## src/rtl/gpfp_pkg.sv

```systemverilog
`default_nettype none

package gpfp_pkg;

    localparam int CHAR_W   = 8;
    localparam int FIELD_W  = 5;
    localparam int POS_W    = 3;
    localparam int ACC_W    = 30;
    localparam int FC_W     = 3;
    localparam int POW_W    = 20;
    localparam int PROD_W   = ACC_W + POW_W;
    localparam int OUT_DATA_W = 80;

    localparam int DEF_MAX_FIELDS  = 20;
    localparam int DEF_FRAC_DIGITS = 4;
    localparam int MIN_FIELDS      = 14;
    localparam int HDR_LEN         = 6;

    localparam logic [ACC_W-1:0]  VAL_CAP = 30'd999999999;
    localparam logic [POS_W-1:0]  POS_MAX = 3'd7;

    localparam logic [CHAR_W-1:0] CHAR_COMMA = 8'h2C;
    localparam logic [CHAR_W-1:0] CHAR_POINT = 8'h2E;
    localparam logic [CHAR_W-1:0] CHAR_ZERO  = 8'h30;
    localparam logic [CHAR_W-1:0] CHAR_NINE  = 8'h39;

    // field numbers with a meaning
    localparam logic [FIELD_W-1:0] FIELD_HDR     = 5'd0;
    localparam logic [FIELD_W-1:0] FIELD_LAT     = 5'd2;
    localparam logic [FIELD_W-1:0] FIELD_LAT_DIR = 5'd3;
    localparam logic [FIELD_W-1:0] FIELD_LON     = 5'd4;
    localparam logic [FIELD_W-1:0] FIELD_LON_DIR = 5'd5;

    // conversion state of one numeric field
    typedef struct packed {
        logic [ACC_W-1:0] acc;
        logic [FC_W-1:0]  frac_cnt;
        logic             point_seen;
        logic             stopped;
    } num_state_t;

    // expected header text, one character per position
    function automatic logic [CHAR_W-1:0] hdr_char(input logic [POS_W-1:0] idx);
        logic [CHAR_W-1:0] c;
        case (idx)
            3'd0:    c = 8'h24; // $
            3'd1:    c = 8'h47; // G
            3'd2:    c = 8'h50; // P
            3'd3:    c = 8'h47; // G
            3'd4:    c = 8'h47; // G
            3'd5:    c = 8'h41; // A
            default: c = 8'h00;
        endcase
        return c;
    endfunction

    // 10^k for the missing fraction digits
    function automatic logic [POW_W-1:0] pow10(input logic [FC_W-1:0] k);
        logic [POW_W-1:0] p;
        case (k)
            3'd0:    p = 20'd1;
            3'd1:    p = 20'd10;
            3'd2:    p = 20'd100;
            3'd3:    p = 20'd1000;
            3'd4:    p = 20'd10000;
            3'd5:    p = 20'd100000;
            3'd6:    p = 20'd1000000;
            default: p = 20'd1;
        endcase
        return p;
    endfunction

    // largest accumulator value that does not saturate after scaling by 10^k
    function automatic logic [ACC_W-1:0] cap_quot(input logic [FC_W-1:0] k);
        logic [ACC_W-1:0] q;
        case (k)
            3'd0:    q = VAL_CAP;
            3'd1:    q = ACC_W'(VAL_CAP / 10);
            3'd2:    q = ACC_W'(VAL_CAP / 100);
            3'd3:    q = ACC_W'(VAL_CAP / 1000);
            3'd4:    q = ACC_W'(VAL_CAP / 10000);
            3'd5:    q = ACC_W'(VAL_CAP / 100000);
            3'd6:    q = ACC_W'(VAL_CAP / 1000000);
            default: q = VAL_CAP;
        endcase
        return q;
    endfunction

endpackage

`default_nettype wire

```

## src/rtl/gpfp_num_acc.sv

```systemverilog
`default_nettype none

module gpfp_num_acc #(
    parameter int FRAC_DIGITS = gpfp_pkg::DEF_FRAC_DIGITS
) (
    input  wire logic                        en,
    input  wire logic [gpfp_pkg::CHAR_W-1:0] char_in,
    input  wire gpfp_pkg::num_state_t        cur,
    output gpfp_pkg::num_state_t             nxt
);
    import gpfp_pkg::*;

    logic              is_digit;
    logic [ACC_W+3:0]  acc_ext;
    logic [ACC_W+3:0]  acc_mul;
    logic              acc_sat;
    logic              frac_full;

    // acc * 10 + digit, checked against the cap
    assign is_digit  = char_in inside {[CHAR_ZERO:CHAR_NINE]};
    assign acc_ext   = (ACC_W+4)'(cur.acc);
    assign acc_mul   = (acc_ext << 3) + (acc_ext << 1) + (ACC_W+4)'(char_in[3:0]);
    assign acc_sat   = acc_mul > (ACC_W+4)'(VAL_CAP);
    assign frac_full = cur.frac_cnt >= FC_W'(FRAC_DIGITS);

    // one character step of the conversion
    always_comb begin
        nxt = cur;
        if (en && !cur.stopped) begin
            if (is_digit) begin
                if (!(cur.point_seen && frac_full)) begin
                    if (cur.point_seen) begin
                        nxt.frac_cnt = cur.frac_cnt + 1'b1;
                    end
                    nxt.acc = acc_sat ? VAL_CAP : acc_mul[ACC_W-1:0];
                end
            end else if (char_in == CHAR_POINT && !cur.point_seen) begin
                nxt.point_seen = 1'b1;
            end else begin
                nxt.stopped = 1'b1;
            end
        end
    end

endmodule

`default_nettype wire

```

## src/rtl/gpfp_num_scale.sv

```systemverilog
`default_nettype none

module gpfp_num_scale #(
    parameter int FRAC_DIGITS = gpfp_pkg::DEF_FRAC_DIGITS
) (
    input  wire logic                       ok,
    input  wire gpfp_pkg::num_state_t       st,
    output logic [gpfp_pkg::ACC_W-1:0]      value
);
    import gpfp_pkg::*;

    logic [FC_W-1:0]   shift;
    logic [PROD_W-1:0] prod;
    logic              sat;

    // fill the missing fraction digits with a power of ten
    assign shift = FC_W'(FRAC_DIGITS) - st.frac_cnt;
    assign prod  = PROD_W'(st.acc) * PROD_W'(pow10(shift));
    assign sat   = st.acc > cap_quot(shift);

    // zero for a rejected sentence, cap on overflow
    always_comb begin
        if (!ok) begin
            value = '0;
        end else if (sat) begin
            value = VAL_CAP;
        end else begin
            value = prod[ACC_W-1:0];
        end
    end

endmodule

`default_nettype wire

```

## src/rtl/gga_position_field_parser_unit.sv

```systemverilog
// A result is registered after the transfer of the sentence's last character
// (field update into a snapshot register, then scaling into the output register).
// Throughput: one character per cycle; the parser stalls only while both the snapshot
// and the output register hold results that the sink has not taken.
// Reset: aresetn low clears the field counters, conversion state and both valid flags.
`default_nettype none

module gga_position_field_parser_unit #(
    parameter int MAX_FIELDS  = gpfp_pkg::DEF_MAX_FIELDS,
    parameter int FRAC_DIGITS = gpfp_pkg::DEF_FRAC_DIGITS
) (
    input  wire logic                            aclk,
    input  wire logic                            aresetn,
    input  wire logic                            s_tvalid,
    output logic                                 s_tready,
    input  wire logic [7:0]                      s_tdata,  // char_byte
    input  wire logic                            s_tlast,  // sentence_end
    output logic                                 m_tvalid,
    input  wire logic                            m_tready,
    // latitude_value[29:0], latitude_dir[37:30], longitude_value[67:38],
    // longitude_dir[75:68], zero padding[79:76]
    output logic [gpfp_pkg::OUT_DATA_W-1:0]      m_tdata,
    output logic [0:0]                           m_tuser   // valid_res
);
    import gpfp_pkg::*;

    // parser state
    logic [FIELD_W-1:0] field_reg, field_next;
    logic [POS_W-1:0]   pos_reg, pos_next;
    logic               hdr_reg, hdr_next;
    num_state_t         lat_reg, lat_next;
    num_state_t         lon_reg, lon_next;
    logic [CHAR_W-1:0]  lat_dir_reg, lat_dir_next;
    logic [CHAR_W-1:0]  lon_dir_reg, lon_dir_next;

    // snapshot of a finished sentence
    logic               snap_valid_reg;
    logic               snap_ok_reg;
    num_state_t         snap_lat_reg;
    num_state_t         snap_lon_reg;
    logic [CHAR_W-1:0]  snap_lat_dir_reg;
    logic [CHAR_W-1:0]  snap_lon_dir_reg;

    // output register
    logic               m_valid_reg;
    logic               out_ok_reg;
    logic [ACC_W-1:0]   out_lat_val_reg;
    logic [ACC_W-1:0]   out_lon_val_reg;
    logic [CHAR_W-1:0]  out_lat_dir_reg;
    logic [CHAR_W-1:0]  out_lon_dir_reg;

    logic               out_ready;
    logic               snap_ready;
    logic               in_xfer;
    logic [CHAR_W-1:0]  char_in;
    logic               is_comma;
    logic               hdr_pos;
    logic               final_hdr;
    logic               final_ok;
    logic [ACC_W-1:0]   lat_val;
    logic [ACC_W-1:0]   lon_val;

    // handshake chain through the two register stages
    assign out_ready  = !m_valid_reg || m_tready;
    assign snap_ready = !snap_valid_reg || out_ready;
    assign s_tready   = snap_ready;
    assign in_xfer    = s_tvalid && s_tready;

    assign char_in  = s_tdata;
    assign is_comma = char_in == CHAR_COMMA;
    assign hdr_pos  = field_reg == FIELD_HDR && pos_reg < POS_W'(HDR_LEN);

    // numeric field conversion
    gpfp_num_acc #(.FRAC_DIGITS(FRAC_DIGITS)) u_lat_acc (
        .en      (!is_comma && field_reg == FIELD_LAT),
        .char_in (char_in),
        .cur     (lat_reg),
        .nxt     (lat_next)
    );

    gpfp_num_acc #(.FRAC_DIGITS(FRAC_DIGITS)) u_lon_acc (
        .en      (!is_comma && field_reg == FIELD_LON),
        .char_in (char_in),
        .cur     (lon_reg),
        .nxt     (lon_next)
    );

    // field counting, header check and direction characters
    always_comb begin
        field_next   = field_reg;
        pos_next     = pos_reg;
        hdr_next     = hdr_reg;
        lat_dir_next = lat_dir_reg;
        lon_dir_next = lon_dir_reg;
        if (is_comma) begin
            if (hdr_pos) begin
                hdr_next = 1'b0;
            end
            if (field_reg < FIELD_W'(MAX_FIELDS - 1)) begin
                field_next = field_reg + 1'b1;
            end
            pos_next = '0;
        end else begin
            if (hdr_pos && char_in != hdr_char(pos_reg)) begin
                hdr_next = 1'b0;
            end
            if (field_reg == FIELD_LAT_DIR && pos_reg == '0) begin
                lat_dir_next = char_in;
            end
            if (field_reg == FIELD_LON_DIR && pos_reg == '0) begin
                lon_dir_next = char_in;
            end
            if (pos_reg < POS_MAX) begin
                pos_next = pos_reg + 1'b1;
            end
        end
    end

    // sentence verdict after its last character
    assign final_hdr = hdr_next && !(field_next == FIELD_HDR && pos_next < POS_W'(HDR_LEN));
    assign final_ok  = final_hdr && field_next >= FIELD_W'(MIN_FIELDS - 1);

    // parser state update, back to reset values after the last character
    always_ff @(posedge aclk) begin
        if (!aresetn) begin
            field_reg   <= '0;
            pos_reg     <= '0;
            hdr_reg     <= 1'b1;
            lat_reg     <= '0;
            lon_reg     <= '0;
            lat_dir_reg <= '0;
            lon_dir_reg <= '0;
        end else if (in_xfer) begin
            if (s_tlast) begin
                field_reg   <= '0;
                pos_reg     <= '0;
                hdr_reg     <= 1'b1;
                lat_reg     <= '0;
                lon_reg     <= '0;
                lat_dir_reg <= '0;
                lon_dir_reg <= '0;
            end else begin
                field_reg   <= field_next;
                pos_reg     <= pos_next;
                hdr_reg     <= hdr_next;
                lat_reg     <= lat_next;
                lon_reg     <= lon_next;
                lat_dir_reg <= lat_dir_next;
                lon_dir_reg <= lon_dir_next;
            end
        end
    end

    // snapshot stage
    always_ff @(posedge aclk) begin
        if (!aresetn) begin
            snap_valid_reg <= 1'b0;
        end else if (snap_ready) begin
            snap_valid_reg <= in_xfer && s_tlast;
        end
    end

    always_ff @(posedge aclk) begin
        if (snap_ready && in_xfer && s_tlast) begin
            snap_ok_reg      <= final_ok;
            snap_lat_reg     <= lat_next;
            snap_lon_reg     <= lon_next;
            snap_lat_dir_reg <= final_ok ? lat_dir_next : '0;
            snap_lon_dir_reg <= final_ok ? lon_dir_next : '0;
        end
    end

    // scaling to fixed point
    gpfp_num_scale #(.FRAC_DIGITS(FRAC_DIGITS)) u_lat_scale (
        .ok    (snap_ok_reg),
        .st    (snap_lat_reg),
        .value (lat_val)
    );

    gpfp_num_scale #(.FRAC_DIGITS(FRAC_DIGITS)) u_lon_scale (
        .ok    (snap_ok_reg),
        .st    (snap_lon_reg),
        .value (lon_val)
    );

    // output register
    always_ff @(posedge aclk) begin
        if (!aresetn) begin
            m_valid_reg <= 1'b0;
        end else if (out_ready) begin
            m_valid_reg <= snap_valid_reg;
        end
    end

    always_ff @(posedge aclk) begin
        if (out_ready && snap_valid_reg) begin
            out_ok_reg      <= snap_ok_reg;
            out_lat_val_reg <= lat_val;
            out_lon_val_reg <= lon_val;
            out_lat_dir_reg <= snap_lat_dir_reg;
            out_lon_dir_reg <= snap_lon_dir_reg;
        end
    end

    assign m_tvalid = m_valid_reg;
    assign m_tuser  = out_ok_reg;
    assign m_tdata  = {4'b0, out_lon_dir_reg, out_lon_val_reg, out_lat_dir_reg, out_lat_val_reg};

endmodule

`default_nettype wire

```

## config.mk

```make
export PLATFORM = sky130hd
export DESIGN_NAME = gga_position_field_parser_unit
export DESIGN_NICKNAME = d
export VERILOG_FILES = /design/src/rtl/gpfp_pkg.sv /design/src/rtl/gpfp_num_acc.sv /design/src/rtl/gpfp_num_scale.sv /design/src/rtl/gga_position_field_parser_unit.sv
export SDC_FILE = /design/constraint.sdc
export NUM_CORES = 2
export LEC_CHECK = 0
export ABC_AREA = 1
export BUFFER_PORTS_ARGS = -buffer_cell sky130_fd_sc_hd__buf_2
export CELL_PAD_IN_SITES_DETAIL_PLACEMENT = 2
export CELL_PAD_IN_SITES_GLOBAL_PLACEMENT = 2
export CORE_MARGIN = 2
export CORE_UTILIZATION = 39
export CTS_CLUSTER_SIZE = 30
export DETAILED_ROUTE_END_ITERATION = 10
export GPL_TIMING_DRIVEN = 0
export PLACE_DENSITY = 0.9
export SLEW_MARGIN = 20
export SYNTH_ARGS = -nofsm -noshare
export SYNTH_HDL_FRONTEND = slang
export SYNTH_HIERARCHICAL = 1
export SYNTH_SLANG_ARGS = --single-unit
```

## constraint.sdc

```tcl
create_clock -name aclk -period 8.22 [get_ports aclk]
set_clock_uncertainty 0.2 [all_clocks]
set_input_delay 1.233 -clock aclk [delete_from_list [all_inputs] [get_ports aclk]]
set_output_delay 1.233 -clock aclk [all_outputs]
set_load 0.02 [all_outputs]
```

==> impl_metrics.toml <==
[route]
ant_nets = 0
avgRoutedWirePerCell_um = 32.1
vias = 43700
dr.pass1.iters = 8
viasPerCell = 6.03
drt-initial-drc-count = 3765
wl_um = 232000
drc_errors = 0

[floorplan]
die_y_um = 333
die_w_um = 333
die_area_um2 = 111000
std_cell_rows = 120
start_util_pct = 39.4
io_pins = 96
core_region_area_um2 = 107000

[global_route]
grt_usage_pct = 37.2
grt_overflow = 0
antenna_found_initial = 16
busiest_layer = "met2"
grt_max_degree = 32
grt_pass1_vias = 49100
grt_pass1_wl_um = 312000
use_met2_pct = 64.9
grtUsageMet3_pct = 6.89
met1_usage_pct = 41.7

[setup_path]
critPathMaxFanout = 10
critPathBufInv = 9
crit_end = "out_lat_val_reg[29]"
crit_path_end_kind = "flip-flop"
critical_path.max_stage_delay_ns = 0.89
critPathLaunch = "snap_lat_reg[11]"
crit_family = "adder cells"
critPathMostFrequentCell = "inv_1"
path_class = "flip-flop to flip-flop"
worstPathRequired_ns = 8.44
timing.rr.end = "out_lat_val_reg[29]"
r2r_start = "snap_lat_reg[11]"
rrSetupSlack_ns = -0.49
critPathArrivalTime_ns = 8.93
start_kind = "flip-flop"
reg2reg_depth = 28
worstSetupPathDepth = 28
critPathSlowestCell = "edfxtp_1"

[clock_tree]
clock-sinks = 257
clock_latency_ns = 0.67
cts_inserted_buffers = 31
path_clk_slew_ns = 0.08
clockBufferDepth = 3
htreeDepth = 1
cts_tree = "built"
cts_root_buf = "clkbuf_16"

[sta]
worst_pin_slew_ns = 1.29
setup_violations = 17
finalHoldViolations = 0
maxSlewHeadroom_pct = 13.7
rsz0062_at_grt = "true"
min_period_over_period_pct = 106
finalWorstSetupSlack_ns = -0.492
fmax_ghz = 0.115
finalCriticalPeriod_ns = 8.71
whs_ns = 0.227
drv_slew = 0

[placed_design]
port_buffers = 91
dp_hpwl_um = 162000
place_congestion = 0.927

[power]
total_power_mw = 8.80
vdd_drop_max_mv = 0.185
total_leakage_power_nw = 24.6
power.internal_mw = 4.13
seqPwrFrac_pct = 16.9
swShare_pct = 53.0
powerDensity_nw_per_um2 = 190
power_switching_mw = 4.67
p_comb_share_pct = 66.1
power_frac_clock_pct = 17.0

[outcome]
outcome = "complete, but fails checks"
violations = "setup timing"

[synthesis]
synth.cell_area_um2 = 42200
synth_cells = 5655
synth_area_per_cell_um2 = 7.46
yosysWarnings = 6

[final_layout]
final_nets = 6764
seq_area_um2 = 6750
fill_cells = 12500
multi_input_area_um2 = 30000
final_layout_size_suffix_gt1_share_pct = 9.30
area_growth_pct = 9.52

[flow_run]
cap_violations = 0

[worst_hold_path]
hold_path_class = "flip-flop to flip-flop"
-- routing by layer --
metal / wire length [um] / vias up
li1: - / 17300
met1: 80200 / 21900
met2: 109000 / 2978
met3: 21600 / 1429
met4: 21800 / 22
met5: 158 / -
-- worst min path at each step --
| stage | start | endpoint | cells after the start |
|---|---|---|---|
| finish | snap_lon_dir_reg[1] | out_lon_dir_reg[1] | 0 |
| detailed placement | snap_lon_dir_reg[7] | out_lon_dir_reg[7] | 0 |
| global route | snap_lon_dir_reg[1] | out_lon_dir_reg[1] | 0 |
| global placement | snap_lat_dir_reg[2] | out_lat_dir_reg[2] | 0 |
| floorplan | snap_lat_dir_reg[0] | out_lat_dir_reg[0] | 0 |
| CTS | snap_lon_dir_reg[1] | out_lon_dir_reg[1] | 0 |
-- timing repair --
item	CTS	global route
pin swaps	3	9
resized for setup	59	102
setup endpoints to repair	24	20
hold endpoints to repair	0	0
hold buffers	0	0
setup buffers	5	16
-- power groups by stage --
| stage | Clock (mW) | Combinational [mW] | Sequential, mW |
|---|---|---|---|
| 6_report | 1.50 | 5.82 | 1.48 |
| 5_1_grt | 1.54 | 6.21 | 1.48 |
| 4_1_cts | 1.50 | 5.44 | 1.48 |
| 2_1_floorplan | 0 | 3.28 | 1.51 |
| 3_5_place_dp | 0 | 5.28 | 1.50 |
| 3_3_place_gp | 0 | 4.59 | 1.51 |
-- area by class of cell --
cell class | count | share of cell area [%]
multi-input combinational | 3936 | 64.9
sequential | 257 | 14.6
inverter | 1329 | 10.9
tap | 1403 | 3.80
clock buffer | 35 | 1.82
timing repair buffer | 119 | 1.74
buffer | 132 | 1.71
clock inverter | 23 | 0.438
antenna | 2 | 0.0108
-- metrics by stage --
| stage | cell area (um2) | instances | worst slack (ns) | setup TNS [ns] | util [%] |
|---|---|---|---|---|---|
| 2_1_floorplan | 42200 | 5658 | 1.20 | 0 | - |
| 5_1_grt | 46200 | 7234 | -0.466 | -4.61 | 43.1 |
| 3_3_place_gp | 44400 | 7152 | -0.484 | -1.47 | 41.4 |
| 3_5_place_dp | 44600 | 7159 | -0.909 | -7.93 | 41.6 |
| 6_report | 46200 | 7236 | -0.492 | -2.71 | 43.1 |
| 4_1_cts | 45900 | 7222 | 0.00690 | 0 | 42.8 |
-- worst reg2reg max path: cells and delay by family, from the launching register on --
family          cells  cell delay (ns)
compound gates      1             0.23
fa+ha+maj           8             4.14
buf+inv             9             1.39
simple gates       10             1.62
flops               1             0.89
-- placed cells by master (no fill, tap or decap), drive strengths merged, types with 36 or more instances in the layout --
master and instances:
a21oi 268, fa 570, inv 1309, dfxtp 97, nand4 60, nor2 650, or2 51, clkbuf 105
xnor2 36, o21ai 54, edfxtp 160, nand2 1444, ha 375, nand3 277, buf 181
No activity file was read; power rests on OpenSTA's default activity.
